### config.mk
export PLATFORM = sky130hd
export DESIGN_NAME = cpa_search
export DESIGN_NICKNAME = d
export VERILOG_FILES = /design/src/rtl/cpa_pkg.sv /design/src/rtl/cpa_search.sv
export SDC_FILE = /design/constraint.sdc
export NUM_CORES = 1
export LEC_CHECK = 0
export ABC_AREA = 1
export BUFFER_PORTS_ARGS = -buffer_cell sky130_fd_sc_hd__buf_2
export CAP_MARGIN = 40
export CORE_UTILIZATION = 43
export DETAILED_ROUTE_END_ITERATION = 6
export HOLD_SLACK_MARGIN = 0.1
export PLACE_DENSITY_LB_ADDON = 0.05
export SYNTH_ARGS = -nofsm -noshare
export SYNTH_HDL_FRONTEND = slang
export SYNTH_SLANG_ARGS = --single-unit
### constraint.sdc
create_clock -name clk -period 2.07 [get_ports clk]
set_input_delay 0.207 -clock clk [delete_from_list [all_inputs] [get_ports clk]]
set_output_delay 0.207 -clock clk [all_outputs]
set_load 0.005 [all_outputs]
### src/rtl/cpa_pkg.sv
`timescale 1ns / 1ps
// ----------------------------------------------------------------------------
// cpa_pkg
// Shared constants and types for the call profile accumulator.
// ----------------------------------------------------------------------------
package cpa_pkg;
    localparam int TABLE_ENTRIES = 64;
    localparam int STACK_DEPTH   = 64;
    localparam int TW = $clog2(TABLE_ENTRIES);
    localparam int SW = $clog2(STACK_DEPTH);

    localparam logic [1:0] OP_ENTER = 2'd0;
    localparam logic [1:0] OP_LEAVE = 2'd1;
    localparam logic [1:0] OP_FLUSH = 2'd2;
    localparam logic [1:0] OP_CLEAR = 2'd3;

    localparam logic [1:0] ST_NONE = 2'd0;
    localparam logic [1:0] ST_REC  = 2'd1;
    localparam logic [1:0] ST_OOM  = 2'd2;

    localparam logic [47:0] MAX48 = {48{1'b1}};
    localparam logic [31:0] MAX32 = {32{1'b1}};

    typedef struct packed {
        logic [1:0]  status;
        logic [31:0] rec_key;
        logic [31:0] call_count;
        logic [31:0] nonrec_count;
        logic [47:0] outer_time;
        logic [47:0] inline_time;
    } result_t;

    typedef struct packed {
        logic [31:0] key;
        logic [47:0] total;
        logic [47:0] inl;
        logic [31:0] calls;
        logic [31:0] reccalls;
        logic [6:0]  level;
    } entry_t;

    function automatic logic [47:0] add48(input logic [47:0] a, input logic [47:0] b);
        logic [48:0] s;
        s = {1'b0, a} + {1'b0, b};
        return s[48] ? MAX48 : s[47:0];
    endfunction

    function automatic logic [31:0] inc32(input logic [31:0] a);
        return (a == MAX32) ? a : a + 32'd1;
    endfunction
endpackage

### src/rtl/cpa_search.sv
`timescale 1ns / 1ps
// ----------------------------------------------------------------------------
// cpa_search
// Serial table scan: one slot a cycle, reports lowest match and lowest free.
// ----------------------------------------------------------------------------
module cpa_search
(
    input  logic                 clk,
    input  logic                 rst_n,
    input  logic                 start,
    input  logic [31:0]          key,
    input  logic [cpa_pkg::TABLE_ENTRIES-1:0] valid,
    input  logic [31:0]          rd_key,
    output logic [cpa_pkg::TW-1:0] rd_addr,
    output logic                 done,
    output logic                 found,
    output logic [cpa_pkg::TW-1:0] hit_idx,
    output logic                 free_ok,
    output logic [cpa_pkg::TW-1:0] free_idx
);
    import cpa_pkg::*;

    logic          busy_reg, chk_reg;
    logic [TW:0]   idx_reg;
    logic [TW-1:0] cidx_reg;

    assign rd_addr = idx_reg[TW-1:0];

    always_ff @(posedge clk or negedge rst_n)
    begin
        if (!rst_n)
        begin
            busy_reg <= 1'b0;
            chk_reg  <= 1'b0;
            done     <= 1'b0;
            found    <= 1'b0;
            free_ok  <= 1'b0;
            idx_reg  <= '0;
            cidx_reg <= '0;
            hit_idx  <= '0;
            free_idx <= '0;
        end
        else
        begin
            done <= 1'b0;
            if (start)
            begin
                busy_reg <= 1'b1;
                chk_reg  <= 1'b0;
                idx_reg  <= '0;
                found    <= 1'b0;
                free_ok  <= 1'b0;
            end
            else
            begin
                if (busy_reg)
                begin
                    cidx_reg <= idx_reg[TW-1:0];
                    chk_reg  <= 1'b1;
                    if (idx_reg == (TW+1)'(TABLE_ENTRIES - 1))
                        busy_reg <= 1'b0;
                    idx_reg <= idx_reg + 1'b1;
                end
                else
                    chk_reg <= 1'b0;
                if (chk_reg)
                begin
                    if (valid[cidx_reg] && rd_key == key && !found)
                    begin
                        found   <= 1'b1;
                        hit_idx <= cidx_reg;
                    end
                    if (!valid[cidx_reg] && !free_ok)
                    begin
                        free_ok  <= 1'b1;
                        free_idx <= cidx_reg;
                    end
                    if (!busy_reg)
                        done <= 1'b1;
                end
            end
        end
    end
endmodule

==> flow_results.org <==
** Place
- Detailed-placement wirelength estimate :: 5257 µm
- Once placement completed, the tool counted placed cells totaling around 560.
- At the end of routability-driven placement, the weighted congestion stood at 0.8426.
- During placement, the flow inserted port buffers numbering ~150.
- Prior to clock tree synthesis, the placed netlist has a worst setup slack of between 0.2 and 0.25 ns.
- Once placement finished, the instance area stood at 3094 µm².

** Global routing
- Number of global-route vias before repair :: 2535
- Maximum number of pins on one net before global-route repair :: 35
- Number of antenna violations at the first check in global routing :: 0
- Global routing used 23.35% of the available tracks.
- The first global-routing pass estimated 11090 µm of wire.
- Global routing finished with a remaining overflow of 0.

** STA
- Total Negative Setup Slacks :: 0 ns
- In this run the tightest slew margin relative to its limit is 55.26%.
- Fmax :: 0.5568 GHz
- For the finished layout, the period the worst path requires is between 1.5 and 2 ns.
- Unrepaired setup endpoints after global routing :: false
- Slew at the pin closest to its max-slew limit :: 0.6711 ns
- Final setup fails :: 0
- On the final layout, the worst clock skew is 0.006434 ns.
- The number of hold violations in the final report is 0.
- Final cycle utilization of the critical path :: 86.76%
- Final critical-path setup slack :: 0.2741 ns
- Pins over their slew limit :: 0

** CTS
- The clock net in this run drives a total of 30 sinks.
- Clock latency reported for the late side of the worst-skew pair :: around 0.29 ns
- Post-CTS setup buffers :: 0
- CTS max path bufs :: 2
- Clock-pin slew was measured on the worst setup and hold paths at 0.07 ns.
- Clock tree from TritonCTS :: done
- Num CTS Buffers :: 5
- The H-tree was split into 2 levels.
- Cell at the root of the clock tree :: clkbuf_8

** Setup path
- In this run the critical register-to-register path is launched from cidx_reg[0].
- Worst endpoint data arrival time :: 1.98 ns
- Along the worst path, the maximum fanout reaches 30.
- Crit path launch type :: register
- The worst setup path is captured at a register.
- Required @ worst endpoint :: ~2.3 ns
- Register-to-register setup slack :: 0.27 ns
- The critical path in this run is classified as register to register.
- The number of cells on the worst reg-to-reg path is 12.
- Terminus of the critical flop-to-flop path :: hit_idx[0]

** Detailed routing
- The first TritonRoute pass finished after 4 iterations.
- In the final routed layout, each cell accounts on average for 11.82 µm.
- Total number of vias :: 2777
- DR vias/cell :: 4.889
- DRC :: 0
- For this block, the initial DRC count from the detailed router was 101.
- The final layout contains routed wiring with a total length of ~6700 µm.
- The detail route stage leaves a number of antenna-violating nets equal to 0.

** Synth
- Fraction of synthesized cell area taken by the top area cell type :: 31.70%
- Most numerous cell types in the synthesized netlist :: nand2_1 (132), nand3_1 (61), dfrtp_1 (30)
- Complex-gate fraction of the synthesized area :: 6.762%
- Of the total synthesized cell area, the portion taken by AND, OR, NAND and NOR gates is 41.31%.
- Area share of fa/ha/maj cells after synthesis :: 0.5283%
- Counting every net in the synthesized netlist gives between 400 and 500.
- Area of the mapped netlist :: 2369 µm²
- After synthesis, the share of cell area in mux cells is 0%.
- Counting flops with an async set or reset pin after synthesis yields a share of 100.0%.
- The synthesized netlist contains 32 unique library cells.
- Top_reg_cell synth :: dfrtp_1
- dfrtp_1 takes more of the synthesized area than any other cell.
- Yosys printed 0 warnings.
- Cell with the most instances after synthesis :: nand2_1
- Summing the areas of all xor and xnor instances in the mapped netlist gives roughly 8.5% of the synthesized area.
- Synthesis inferred 30 register bits.
- Post-synth EDFFs :: 0
- Share of synthesized area occupied by flip-flops and latches :: 31.70%
- Gate count of the mapped netlist :: 352
- After synthesis, the cell types taking the most area are dfrtp_1 (32%), nand2_1 (21%), nand3_1 (13%).
- After synthesis, the mean cell area works out to approximately 6.7 µm².
- Combinational family with the most area after synthesis :: simple AND/OR/NAND/NOR gates

** Floorplanning
- 152 I/O pins were placed.
- In this run the vertical extent of the chip is 76.22 µm.
- For this configuration, the core starts out at a cell density of 45.50%.
- The initialized floorplan defines 26 standard-cell rows.
- Overall die width :: 76.22 µm
- The die covers 5809 µm².
- Area inside the core boundary :: 5205 µm²

** Layout
- Layout cells sized above 1 :: 35.54%
- The finished cells cover 3226 µm².
- Final layout net count :: roughly 630
- Largest register FFs :: 7
- Number of diodes added for antenna fixing :: 0
- Number of fill cells in the layout :: 539
- Relative area change from synthesis to final layout :: 36.19%
- The count of cells in the finished layout, fillers not included, comes to around 570.

** Hold path
- Endpoint of the worst hold path :: done
- The startpoint identified for the worst hold timing path is start.
- The path class of the tightest hold or removal check is input pin to register.
- Counting instances, the worst hold path has a depth of 2.

** Pwr
- Leakage :: 1.789 nW
- PD cells :: between 500 and 600 nW/µm²
- The design draws 1.795 mW.
- IR analysis of the VDD net gives a maximum drop of roughly 0.47 mV.

** Run
- Across the run, the number of max-cap violations was 0.

** Run status
- The flow ran to the end, and the final reports show no timing, DRC or antenna violations.
layout by cell type, fill, tap and decap left out, types with 5 or more instances in the layout:
cell type,count
buf_2,151
nor3_1,5
clkbuf_8,5
nor2_1,16
dfrtp_1,29
nand3_1,61
inv_1,22
xor2_1,6
o21ai_1,5
nand2_1,132
xnor2_1,17
o21ai_0,10
worst max-delay path, cell delays in order (launching register included):
cell and delay, ns:
dfrtp_2 0.50, buf_12 0.21, nand2_1 0.07, nand3_1 0.08, nand3_1 0.07, nand2_1 0.07
nand2_1 0.05, nand3_1 0.11, nand3_2 0.14, nand2_2 0.17, nand2_4 0.09, nand2_1 0.08
nand2_1 0.05
metrics by stage:
stage / util, % / hold slack (ns)
after floorplan: - / -0.08859
after global placement: 59.45 / 0.2750
after detailed placement: 59.45 / 0.2748
after CTS: 61.83 / 0.1802
after global routing: 61.97 / 0.1817
final: 61.97 / 0.1846
power breakdown:
group          internal [mW]  switching [mW]  leakage, nW
clock network          0.358           0.241       0.0504
registers              0.619          0.0381        0.398
logic                  0.254           0.287         1.34
how the worst max path moves through the flow:
stage                  to        start
6_report       hit_idx[0]  cidx_reg[0]
5_1_grt        hit_idx[2]  cidx_reg[0]
4_1_cts        hit_idx[0]  cidx_reg[0]
3_5_place_dp   hit_idx[0]  cidx_reg[0]
3_3_place_gp   hit_idx[4]  cidx_reg[0]
2_1_floorplan  hit_idx[3]  cidx_reg[0]
layout make-up:
cell class	count	area, µm²	area share (%)
clock buffer	5	68.82	2.133
clock inverter	3	45.04	1.396
inverter	26	105.1	3.258
multi-input combinational	277	1353	41.93
sequential	30	752.0	23.31
tap	70	87.58	2.715
timing repair buffer	156	808.3	25.06
timing repair inverter	1	6.256	0.1939
repair_timing:
item,in CTS,in global routing
resized for setup,0,3
endpoints found under the hold margin,30,0
hold buffers,1,0
endpoints found under the setup margin,0,1
kinds of logic (layout without fill, tap and decap cells):
| group | count (synthesis) | count (layout) |
|---|---|---|
| compound gates | 28 | 28 |
| xor+xnor | 23 | 23 |
| fa+ha+maj | 1 | 1 |
| buf+inv | 45 | 191 |
| flops | 30 | 30 |
| simple gates | 225 | 225 |
per-layer routing:
layer  routed length, µm  GRT usage, %  vias up
li1                    -             -     1426
met1                3009         28.65     1249
met2                3212         41.35       96
met3                 440         5.629        6
met4                  53         4.808        0
met5                   0             0        -
Note: power is estimated with default switching activity, not from simulation.
